[src/design/oarr_pkg.sv]
// Shared types and constants for the ordered array block.
package oarr_pkg;

   localparam int DEPTH  = 64;
   localparam int ADDR_W = $clog2(DEPTH);
   localparam int CNT_W  = $clog2(DEPTH + 1);
   localparam int POS_W  = 7;
   localparam int DATA_W = 32;
   localparam int CMP_W  = ((CNT_W > POS_W) ? CNT_W : POS_W) + 1;

   typedef enum logic [1:0] {
      FN_DISPLAY = 2'd0,
      FN_INSERT  = 2'd1,
      FN_DELETE  = 2'd2,
      FN_SEARCH  = 2'd3
   } func_type;

   typedef enum logic [2:0] {
      STS_OK        = 3'd0,
      STS_BAD_POS   = 3'd1,
      STS_NOT_FOUND = 3'd2,
      STS_FULL      = 3'd3,
      STS_EMPTY     = 3'd4
   } status_type;

   typedef enum logic [3:0] {
      S_IDLE,
      S_SHIFT,
      S_DRAIN,
      S_INS_PUT,
      S_SEARCH,
      S_SDRAIN,
      S_DISP_RD,
      S_DISP_WAIT,
      S_RESULT
   } state_type;

   typedef struct packed {
      logic              wr_en;
      logic [ADDR_W-1:0] wr_addr;
      logic [DATA_W-1:0] wr_data;
      logic              rd_en;
      logic [ADDR_W-1:0] rd_addr;
   } mem_req_type;

endpackage

[src/design/ordered_array_insert_delete_search.sv]
// Top level: ordered list of signed 32-bit entries with insert, delete, search, display.
//
// Requests come in on the req_ channel (func, position, value) and results leave on
// the rsp_ channel (status, found_position, entry_value, last); both use valid/ready.
// req_ready is high only while the sequencer is idle; one request is worked at a time.
// All walks go through the entry memory (one read port and one write port, registered
// read data); shift and search walks read one entry per cycle:
//   insert  shifts the entries from position up, then writes; appending just writes
//   delete  shifts the entries above position down; no shift when the last entry goes
//   search  reads from the first entry and stops at the first match
//   display reads and sends one entry at a time, holding while rsp_ready is low
//   refused requests and the empty cases go straight to the result.
// Every request ends with a result flagged by rsp_last; display gives one result per
// entry. A finished result sits in the output register, so the next request can be
// taken while it waits; when rsp_ready is low the sequencer holds until the output
// register frees. Synchronous reset empties the list (count to zero) at once; the
// memory contents are not cleared and are never read before being written.
module ordered_array_insert_delete_search (
   input  logic                                 clock,
   input  logic                                 reset,
   input  logic                                 req_valid,
   output logic                                 req_ready,
   input  logic [1:0]                           req_func,
   input  logic [oarr_pkg::POS_W-1:0]           req_position,
   input  logic signed [oarr_pkg::DATA_W-1:0]   req_value,
   output logic                                 rsp_valid,
   input  logic                                 rsp_ready,
   output logic [2:0]                           rsp_status,
   output logic [oarr_pkg::POS_W-1:0]           rsp_found_position,
   output logic signed [oarr_pkg::DATA_W-1:0]   rsp_entry_value,
   output logic                                 rsp_last
);

   localparam int AW = oarr_pkg::ADDR_W;
   localparam int CW = oarr_pkg::CNT_W;
   localparam int MW = oarr_pkg::CMP_W;
   localparam int DW = oarr_pkg::DATA_W;
   localparam int PW = oarr_pkg::POS_W;

   oarr_pkg::state_type   state_ff, state_in;
   oarr_pkg::func_type    func_ff, func_in, req_fn;
   logic [CW-1:0]         cnt_ff, cnt_in;
   logic [AW-1:0]         idx_ff, idx_in;
   logic [AW-1:0]         end_ff, end_in;
   logic [DW-1:0]         val_ff, val_in;
   logic                  rdv_ff, rdv_in;
   logic [AW-1:0]         rdaddr_ff, rdaddr_in;
   oarr_pkg::status_type  res_status_ff, res_status_in;
   logic [PW-1:0]         res_pos_ff, res_pos_in;

   logic                  rsp_valid_ff, rsp_valid_in;
   logic [2:0]            rsp_status_ff, rsp_status_in;
   logic [PW-1:0]         rsp_pos_ff, rsp_pos_in;
   logic [DW-1:0]         rsp_value_ff, rsp_value_in;
   logic                  rsp_last_ff, rsp_last_in;

   oarr_pkg::mem_req_type mem_req;
   logic [DW-1:0]         rd_data;

   logic                  req_fire;
   logic                  out_free;
   logic                  load;
   logic [MW-1:0]         pos_ext, cnt_ext, pos_m1, cnt_m1, hit_pos;
   logic                  ins_bad, del_bad, full, hit, idx_end;

   oarr_store u_store (
      .clock   (clock),
      .mem_req (mem_req),
      .rd_data (rd_data)
   );

   assign req_fn   = oarr_pkg::func_type'(req_func);
   assign req_ready = (state_ff == oarr_pkg::S_IDLE);
   assign req_fire = req_valid && req_ready;
   assign out_free = !rsp_valid_ff || rsp_ready;

   assign pos_ext = MW'(req_position);
   assign cnt_ext = MW'(cnt_ff);
   assign pos_m1  = pos_ext - MW'(1);
   assign cnt_m1  = cnt_ext - MW'(1);
   assign ins_bad = (pos_ext == '0) || (pos_ext > cnt_ext + MW'(1));
   assign del_bad = (pos_ext == '0) || (pos_ext > cnt_ext);
   assign full    = (cnt_ff == CW'(oarr_pkg::DEPTH));
   assign hit     = rdv_ff && (rd_data == val_ff);
   assign hit_pos = MW'(rdaddr_ff) + MW'(1);
   assign idx_end = (idx_ff == end_ff);

   // next state
   always_comb begin
      state_in = state_ff;
      unique case (state_ff)
         oarr_pkg::S_IDLE: begin
            if (req_fire) begin
               unique case (req_fn)
                  oarr_pkg::FN_DISPLAY:
                     state_in = (cnt_ff == '0) ? oarr_pkg::S_RESULT : oarr_pkg::S_DISP_RD;
                  oarr_pkg::FN_INSERT: begin
                     if (ins_bad || full) begin
                        state_in = oarr_pkg::S_RESULT;
                     end else if (pos_m1 == cnt_ext) begin
                        state_in = oarr_pkg::S_INS_PUT;
                     end else begin
                        state_in = oarr_pkg::S_SHIFT;
                     end
                  end
                  oarr_pkg::FN_DELETE:
                     state_in = (del_bad || pos_ext == cnt_ext) ? oarr_pkg::S_RESULT
                                                                 : oarr_pkg::S_SHIFT;
                  oarr_pkg::FN_SEARCH:
                     state_in = (cnt_ff == '0) ? oarr_pkg::S_RESULT : oarr_pkg::S_SEARCH;
               endcase
            end
         end
         oarr_pkg::S_SHIFT:
            if (idx_end) state_in = oarr_pkg::S_DRAIN;
         oarr_pkg::S_DRAIN:
            state_in = (func_ff == oarr_pkg::FN_INSERT) ? oarr_pkg::S_INS_PUT
                                                        : oarr_pkg::S_RESULT;
         oarr_pkg::S_INS_PUT:
            state_in = oarr_pkg::S_RESULT;
         oarr_pkg::S_SEARCH: begin
            if (hit) begin
               state_in = oarr_pkg::S_RESULT;
            end else if (idx_end) begin
               state_in = oarr_pkg::S_SDRAIN;
            end
         end
         oarr_pkg::S_SDRAIN:
            state_in = oarr_pkg::S_RESULT;
         oarr_pkg::S_DISP_RD:
            state_in = oarr_pkg::S_DISP_WAIT;
         oarr_pkg::S_DISP_WAIT:
            if (out_free) state_in = idx_end ? oarr_pkg::S_IDLE : oarr_pkg::S_DISP_RD;
         oarr_pkg::S_RESULT:
            if (out_free) state_in = oarr_pkg::S_IDLE;
         default:
            state_in = oarr_pkg::S_IDLE;
      endcase
   end

   // datapath, memory requests and output loading
   always_comb begin
      func_in       = func_ff;
      cnt_in        = cnt_ff;
      idx_in        = idx_ff;
      end_in        = end_ff;
      val_in        = val_ff;
      res_status_in = res_status_ff;
      res_pos_in    = res_pos_ff;
      mem_req       = '0;
      load          = 1'b0;
      rsp_status_in = rsp_status_ff;
      rsp_pos_in    = rsp_pos_ff;
      rsp_value_in  = rsp_value_ff;
      rsp_last_in   = rsp_last_ff;

      unique case (state_ff)
         oarr_pkg::S_IDLE: begin
            if (req_fire) begin
               func_in       = req_fn;
               val_in        = req_value;
               res_status_in = oarr_pkg::STS_OK;
               res_pos_in    = '0;
               unique case (req_fn)
                  oarr_pkg::FN_DISPLAY: begin
                     idx_in = '0;
                     end_in = cnt_m1[AW-1:0];
                     if (cnt_ff == '0) res_status_in = oarr_pkg::STS_EMPTY;
                  end
                  oarr_pkg::FN_INSERT: begin
                     idx_in = cnt_m1[AW-1:0];
                     end_in = pos_m1[AW-1:0];
                     if (ins_bad) begin
                        res_status_in = oarr_pkg::STS_BAD_POS;
                     end else if (full) begin
                        res_status_in = oarr_pkg::STS_FULL;
                     end
                  end
                  oarr_pkg::FN_DELETE: begin
                     // shift reads start one past the removed entry
                     idx_in = pos_ext[AW-1:0];
                     end_in = cnt_m1[AW-1:0];
                     if (del_bad) begin
                        res_status_in = oarr_pkg::STS_BAD_POS;
                     end else begin
                        cnt_in = cnt_ff - CW'(1);
                     end
                  end
                  oarr_pkg::FN_SEARCH: begin
                     idx_in = '0;
                     end_in = cnt_m1[AW-1:0];
                     if (cnt_ff == '0) res_status_in = oarr_pkg::STS_NOT_FOUND;
                  end
               endcase
            end
         end
         oarr_pkg::S_SHIFT: begin
            mem_req.rd_en   = 1'b1;
            mem_req.rd_addr = idx_ff;
            idx_in = (func_ff == oarr_pkg::FN_INSERT) ? idx_ff - AW'(1) : idx_ff + AW'(1);
            mem_req.wr_en   = rdv_ff;
            mem_req.wr_data = rd_data;
            mem_req.wr_addr = (func_ff == oarr_pkg::FN_INSERT) ? rdaddr_ff + AW'(1)
                                                               : rdaddr_ff - AW'(1);
         end
         oarr_pkg::S_DRAIN: begin
            mem_req.wr_en   = rdv_ff;
            mem_req.wr_data = rd_data;
            mem_req.wr_addr = (func_ff == oarr_pkg::FN_INSERT) ? rdaddr_ff + AW'(1)
                                                               : rdaddr_ff - AW'(1);
         end
         oarr_pkg::S_INS_PUT: begin
            mem_req.wr_en   = 1'b1;
            mem_req.wr_addr = end_ff;
            mem_req.wr_data = val_ff;
            cnt_in          = cnt_ff + CW'(1);
         end
         oarr_pkg::S_SEARCH: begin
            if (hit) begin
               res_pos_in = hit_pos[PW-1:0];
            end else begin
               mem_req.rd_en   = 1'b1;
               mem_req.rd_addr = idx_ff;
               idx_in          = idx_ff + AW'(1);
            end
         end
         oarr_pkg::S_SDRAIN: begin
            if (hit) begin
               res_pos_in = hit_pos[PW-1:0];
            end else begin
               res_status_in = oarr_pkg::STS_NOT_FOUND;
            end
         end
         oarr_pkg::S_DISP_RD: begin
            mem_req.rd_en   = 1'b1;
            mem_req.rd_addr = idx_ff;
         end
         oarr_pkg::S_DISP_WAIT: begin
            if (out_free) begin
               load          = 1'b1;
               rsp_status_in = oarr_pkg::STS_OK;
               rsp_pos_in    = PW'(MW'(idx_ff) + MW'(1));
               rsp_value_in  = rd_data;
               rsp_last_in   = idx_end;
               idx_in        = idx_ff + AW'(1);
            end
         end
         oarr_pkg::S_RESULT: begin
            if (out_free) begin
               load          = 1'b1;
               rsp_status_in = res_status_ff;
               rsp_pos_in    = res_pos_ff;
               rsp_value_in  = '0;
               rsp_last_in   = 1'b1;
            end
         end
         default: begin
            load = 1'b0;
         end
      endcase

      rdv_in       = mem_req.rd_en;
      rdaddr_in    = mem_req.rd_addr;
      rsp_valid_in = load || (rsp_valid_ff && !rsp_ready);
   end

   always_ff @(posedge clock) begin
      if (reset) begin
         state_ff     <= oarr_pkg::S_IDLE;
         cnt_ff       <= '0;
         rdv_ff       <= 1'b0;
         rsp_valid_ff <= 1'b0;
      end else begin
         state_ff     <= state_in;
         cnt_ff       <= cnt_in;
         rdv_ff       <= rdv_in;
         rsp_valid_ff <= rsp_valid_in;
      end
   end

   always_ff @(posedge clock) begin
      func_ff       <= func_in;
      idx_ff        <= idx_in;
      end_ff        <= end_in;
      val_ff        <= val_in;
      rdaddr_ff     <= rdaddr_in;
      res_status_ff <= res_status_in;
      res_pos_ff    <= res_pos_in;
      rsp_status_ff <= rsp_status_in;
      rsp_pos_ff    <= rsp_pos_in;
      rsp_value_ff  <= rsp_value_in;
      rsp_last_ff   <= rsp_last_in;
   end

   assign rsp_valid          = rsp_valid_ff;
   assign rsp_status         = rsp_status_ff;
   assign rsp_found_position = rsp_pos_ff;
   assign rsp_entry_value    = rsp_value_ff;
   assign rsp_last           = rsp_last_ff;

   // count never passes the store depth
   a_cnt_range: assert property (@(posedge clock) disable iff (reset)
      cnt_ff <= CW'(oarr_pkg::DEPTH))
      else $error("entry count above depth");

   // a waiting result is never overwritten
   a_no_overwrite: assert property (@(posedge clock) disable iff (reset)
      (load && rsp_valid_ff) |-> rsp_ready)
      else $error("result register overwritten");

   // shifting never reads the entry it writes in the same cycle
   a_rw_apart: assert property (@(posedge clock) disable iff (reset)
      (mem_req.wr_en && mem_req.rd_en) |-> (mem_req.wr_addr != mem_req.rd_addr))
      else $error("memory read and write collide");

   // writing the new entry grows the list by one
   a_ins_count: assert property (@(posedge clock) disable iff (reset)
      (state_ff == oarr_pkg::S_INS_PUT) |=> (cnt_ff == $past(cnt_ff) + CW'(1)))
      else $error("insert did not bump count");

   // no request is taken while the sequencer is busy
   a_busy: assert property (@(posedge clock) disable iff (reset)
      (state_ff != oarr_pkg::S_IDLE) |-> !req_fire)
      else $error("request taken while busy");

endmodule

[src/design/oarr_store.sv]
// Entry store: one write port, one read port with registered read data.
module oarr_store (
   input  logic                             clock,
   input  oarr_pkg::mem_req_type            mem_req,
   output logic [oarr_pkg::DATA_W-1:0]      rd_data
);

   logic [oarr_pkg::DATA_W-1:0] mem_ff [oarr_pkg::DEPTH];
   logic [oarr_pkg::DATA_W-1:0] rd_data_ff;

   always_ff @(posedge clock) begin
      if (mem_req.wr_en) begin
         mem_ff[mem_req.wr_addr] <= mem_req.wr_data;
      end
   end

   // read data holds when no read is issued
   always_ff @(posedge clock) begin
      if (mem_req.rd_en) begin
         rd_data_ff <= mem_ff[mem_req.rd_addr];
      end
   end

   assign rd_data = rd_data_ff;

endmodule
[config.mk]
export PLATFORM = sky130hd
export DESIGN_NAME = ordered_array_insert_delete_search
export DESIGN_NICKNAME = d
export VERILOG_FILES = /design/src/design/oarr_pkg.sv /design/src/design/ordered_array_insert_delete_search.sv /design/src/design/oarr_store.sv
export SDC_FILE = /design/constraint.sdc
export NUM_CORES = 2
export LEC_CHECK = 0
export ABC_AREA = 1
export BUFFER_PORTS_ARGS = -buffer_cell sky130_fd_sc_hd__buf_2
export CAP_MARGIN = 20
export CORE_MARGIN = 5
export CORE_UTILIZATION = 25
export DETAILED_ROUTE_END_ITERATION = 6
export GPL_TIMING_DRIVEN = 0
export PLACE_DENSITY = 0.37
export SLEW_MARGIN = 30
export SYNTH_ARGS = -nofsm -noshare
export SYNTH_HDL_FRONTEND = slang
export SYNTH_HIERARCHICAL = 1
export SYNTH_SLANG_ARGS = --single-unit
[constraint.sdc]
create_clock -name clock -period 8.5 [get_ports clock]
set_input_delay 0 -clock clock [delete_from_list [all_inputs] [get_ports clock]]
set_output_delay 0 -clock clock [all_outputs]
set_load 0.01 [all_outputs]
# --- Word-level counts from Yosys, hierarchy flattened ---
# Memory sizes are Yosys's and may differ from the RTL's. A register that Yosys moved wholly into a read port is not among the register bits.
# Cells that the tools add are included.
totals:
  wordCells: 148
  ram_bits: 2048
  inputBits: 45
  mem_count: 1
  out_inout_bits: 45
  register_bits: 118
op_classes:
  add_sub_neg: 11
  n_reduce_logical: 34
  n_mux: 58
  eq_ne: 27
  n_lt_le_gt_ge: 2
mem_list:
  columns: ["name", "words", "word_bits", "read_ports", "rd_ports_with_merged_regs", "write_ports", "line_no", "rtl"]
  rows:
  - ["u_store.mem_ff", 64, 32, 1, 1, 1, "oarr_store.sv:8", "logic [oarr_pkg::DATA_W-1:0] mem_ff [oarr_pkg::DEPTH];"]
op_table:
  columns: ["cell", "n"]
  rows:
  - ["$pmux 39 s2", 1]
  - ["$mux 32", 2]
  - ["$pmux 32 s2", 1]
  - ["$mux 7", 8]
  - ["$pmux 7 s2", 4]
  - ["$mux 4", 11]
  - ["$eq 32x32->1", 1]
  - ["$pmux 4 s8", 1]
  - ["$mux 6", 5]
  - ["$pmux 6 s4", 1]
  - ["$mux 3", 6]
  - ["$pmux 6 s3", 1]
  - ["$sub 6x1->6 const B", 3]
  - ["$eq 4x3->1 const B", 4]
  - ["$pmux 4 s4", 1]
  - ["$add 6x1->7 const B", 2]
  - ["$add 6x1->6 const B", 2]
  - ["$ne 2x2->1 const B", 6]
  - ["$pmux 3 s2", 2]
  - ["$pmux 3 s4", 1]
  - ["$pmux 6 s2", 1]
  - ["$reduce_or 2->1", 6]
  - ["$reduce_and 3->1", 3]
  - ["$add 7x1->8 const B", 1]
  - ["32 further kinds", 58]

# --- Longest topological paths before layout ---
depth:
  ltp_word: 8
  depth_mapped: 24
  ltp_nobuf: 20

# --- Cells and area by module ---
# The synthesis kept the hierarchy.
modules_own_cells:
  columns: ["mod", "area_each_um2", "n_inst", "cells_each", "seq_area_each_um2"]
  rows:
  - ["oarr_store", 83106.0, 1, 6769, 62459.9]
  - ["ordered_array_insert_delete_search", 6962.9, 1, 825, 3353.2]

# --- Worst setup path before layout ---
# OpenSTA, ideal clock, no wires.
synth_timing:
  path_type: "flip-flop to flip-flop"
  startpoint: "register func_ff[1]"
  endpoint: "memory u_store/mem_ff[48][0] (netlist bit), enable pin"
  period_less_slack_ps: 6180
  setup_time_ps: 503
  n_path_buf: 0
  slack_ps: 2320
  arrival_ps: 5677
  path_stages_with_launch: 15
  t_required_ps: 7997
  path_cell_list: "edfxtp_1 -> nor2_1 -> clkinv_1 -> ha_1 -> a21oi_1 -> inv_1 -> a31oi_1 -> nor2_1 -> nor2_1 -> nor2_1 -> nor2_1 -> xor2_1 -> o22ai_1 -> nand4_1 -> nor4_1"
synth_lines:
  columns: ["item", "line_no", "rtl"]
  rows:
  - ["start, declared", "ordered_array_insert_delete_search.sv:41", "oarr_pkg::func_type func_ff, func_in, req_fn;"]
  - ["start signal, assigned", "ordered_array_insert_delete_search.sv:282", "func_ff <= func_in;"]
  - ["end, declared", "oarr_store.sv:8", null]

==> impl_metrics.tcl <==
set metrics [dict create \
    outcome "finished, final reports clean" \
    r2r_end "u_store/mem_ff[55][24]" \
    yosys.area.top_type "edfxtp_1" \
    synth_top_area_share_pct 72.6 \
    die_h_um 610 \
    ant_nets 0 \
    io_pins 90 \
    final_cell_mix "nand2_1 (2424), edfxtp_1 (2179), nand3_1 (1944)" \
    htree_levels 5 \
    grt_util_all_layers_pct 22.0 \
    drive_gt1_share_pct 15.2 \
    power_density_mw_per_mm2 354 \
    yosysSeqAreaShare_pct 73.1 \
    drtIter0Drc 8231 \
    finalSetupViolations 0 \
    numCtsBuffers 267 \
    tns_ns 0 \
    netlist_instances 7594 \
    min_to "idx_ff[0]" \
    reg2reg_slack_ns 2.19 \
    period_minus_slack_ns 6.31 \
    min-delay-start "req_position[0]" \
    vias 66300 \
    rsz0062_at_grt "no" \
    relSlewSlack_pct 30.5 \
    wl_per_cell_um 31.5 \
    die_w_um 610 \
    nets 8504 \
    fin_ws_ns 2.19 \
    post_cts_buffers 0 \
    skew_ns 0.0381 \
    layout_commonest_cell "nand2_1" \
    holdWs_ns 0.152 \
    ys_top_cells_by_area "edfxtp_1 (73%), nand3_1 (11%), nand2_1 (10%), buf_2 (1.6%), nor2_1 (0.65%)" \
    hpwlAfterDp_um 319000 \
    antenna_found_initial 46 \
    final_hold_viol_count 0 \
    synthArstFlopShare_pct 0 \
    clk_latency_ns 0.90 \
    cp.arrival_ns 6.89 \
    clock_path_buffers 4 \
    die_area_sq_mm 0.372 \
    worstPathMaxFanout 13 \
    fin_crit_sh_pct 74.3 \
    syn_area_sq_mm 0.0901 \
    start_util_pct 25.1 \
    syn_nets 7671 \
    path_clk_slew_ns 0.06 \
    wirelength_um 423000 \
    whs_path_depth 4 \
    cts-root-buf "clkbuf_16" \
    yosysWarnings 6 \
    endpoint_kind "register" \
    place_congestion 0.960 \
    reg2reg_from "func_ff[1]" \
    place_ws_ns 2.38 \
    grt_max_degree 41 \
    yosysUniqueCellTypes 49 \
    grt_pass1_wl_um 564000 \
    synth_edf_count 2179 \
    tightest_slew_ns 1.04 \
    worst_setup_path_start_kind "register" \
    std_cell_rows 220 \
    vdd_ir_drop_max_v 0.000177 \
    reg2reg_depth 19 \
    clock-sinks 2198 \
    synth-main-ff-cell "edfxtp_1" \
    grt_overflow 0 \
    drv_slew 0 \
    cts_tree "yes" \
    place.port_buffers 88 \
    power.leakage_nw 40.9 \
    viasPerCell 4.94 \
    ys_ff_latch 2198 \
    fin_util_pct 31.8 \
    clock.fmax_mhz 158 \
    path_class "reg2reg" \
    grt_pass1_vias 61900 \
    drc_errors 0 \
    coreArea_sq_mm 0.359 \
    worstPathRequired_ns 9.08 \
    hp-class "in2reg" \
    avgSynthCellArea_sq_um 11.9 \
    firstDrtPassIters 6 \
    cap_violations 0 \
    syn2layout_area_growth_pct 26.7 \
]
-- per-layer routing --
metal	part of all wire, %	GRT usage, %
met5	0	0
met4	4.8	9.05
met3	7.9	4.20
met2	44	34.2
met1	43	30.2
-- metrics by stage --
stage / std cells / area (sq um) / total power, mW
after global placement: 12500 / 96500 / 28.4
after floorplan: 7594 / 90100 / 20.4
after global routing: 13400 / 114000 / 41.7
after detailed placement: 12800 / 105000 / 29.3
after CTS: 13400 / 114000 / 40.4
final: 13400 / 114000 / 40.4
-- how the worst max path moves through the flow --
stage                     from                     end  slack (ns)
detailed placement  func_ff[1]  u_store/mem_ff[55][24]        2.38
CTS                 func_ff[1]  u_store/mem_ff[55][24]        2.35
global route        func_ff[1]  u_store/mem_ff[55][24]        1.81
global placement    func_ff[1]   u_store/mem_ff[55][6]       -8.01
floorplan           func_ff[1]   u_store/mem_ff[48][0]        2.32
finish              func_ff[1]  u_store/mem_ff[55][24]        2.19
-- layout make-up --
cell class	count	area [sq um]
Fill cell	36100	245000
Sequential cell	2198	65800
Clock inverter	119	1110
Buffer	469	2420
Antenna cell	15	37.5
Inverter	148	561
Tap cell	4773	5970
Multi-Input combinational cell	4779	22200
Timing Repair Buffer	564	8940
Clock buffer	348	7090
-- what timing repair did --
action,CTS,global route
endpoints found under the hold margin,143,0
hold buffers,82,0
gates resized for setup,0,0
-- Yosys cell counts, types with 3 or more instances --
cell,n
ha_1,30
nor2_1,156
nor4_1,10
nand2_2,3
nor3_1,9
nand4_1,29
o221ai_1,3
o22ai_1,27
buf_1,40
inv_1,135
buf_6,15
o211ai_1,4
xor2_1,19
buf_2,281
edfxtp_1,2179
buf_4,43
dfxtp_1,19
inv_2,11
xnor2_1,13
clkbuf_1,89
a211oi_1,3
nand2_1,2424
a21oi_1,36
o31ai_1,4
nand3_1,1944
o21ai_0,40
-- registers in the layout, summed over array words and instances, names as in the netlist, 4 cells and up --
name                cells
u_store/rd_data        32
end_ff                  6
state_ff                4
u_store/mem_ff       2048
val_ff                 32
rsp_found_position      7
idx_ff                  6
res_pos_ff              7
cnt_ff                  7
rdaddr_ff               6
rsp_entry_value        32
-- power by group --
| part | switching, mW | internal, mW | leakage, nW |
|---|---|---|---|
| Combinational | 12.2 | 3.71 | 16.7 |
| Sequential | 0.212 | 13.3 | 20.3 |
| Clock | 4.64 | 6.41 | 3.99 |
-- cells by family (layout without fill, tap and decap cells) --
kind of cell               Yosys count  after routing  synth area share [%]
buffers and inverters              617           1648                  3.27
adders and majority gates           32             32                 0.461
AOI/OAI and AO/OA                  127            127                 0.821
DFF                               2198           2198                  73.1
other                                0             15                     0
xor gates and xnor gates            33             33                 0.336
and+or+nand+nor                   4587           4587                  22.0
-- critical path: stages (launching register included) --
cell and delay (ns):
edfxtp_1 0.35, nor2_1 0.51, clkinv_1 0.57, ha_1 0.50, a21oi_1 0.16, inv_1 0.05
a31oi_1 0.18, nor2_1 0.08, nor2_1 0.09, nor2_1 0.04, nor2_1 0.11, xor2_1 0.08
o22ai_1 0.74, nand4_1 0.63, nor4_2 0.77, buf_4 0.28, buf_2 0.23, buf_4 0.21
buf_2 0.20, buf_2 0.21
Power figures use the tool's default switching activity.
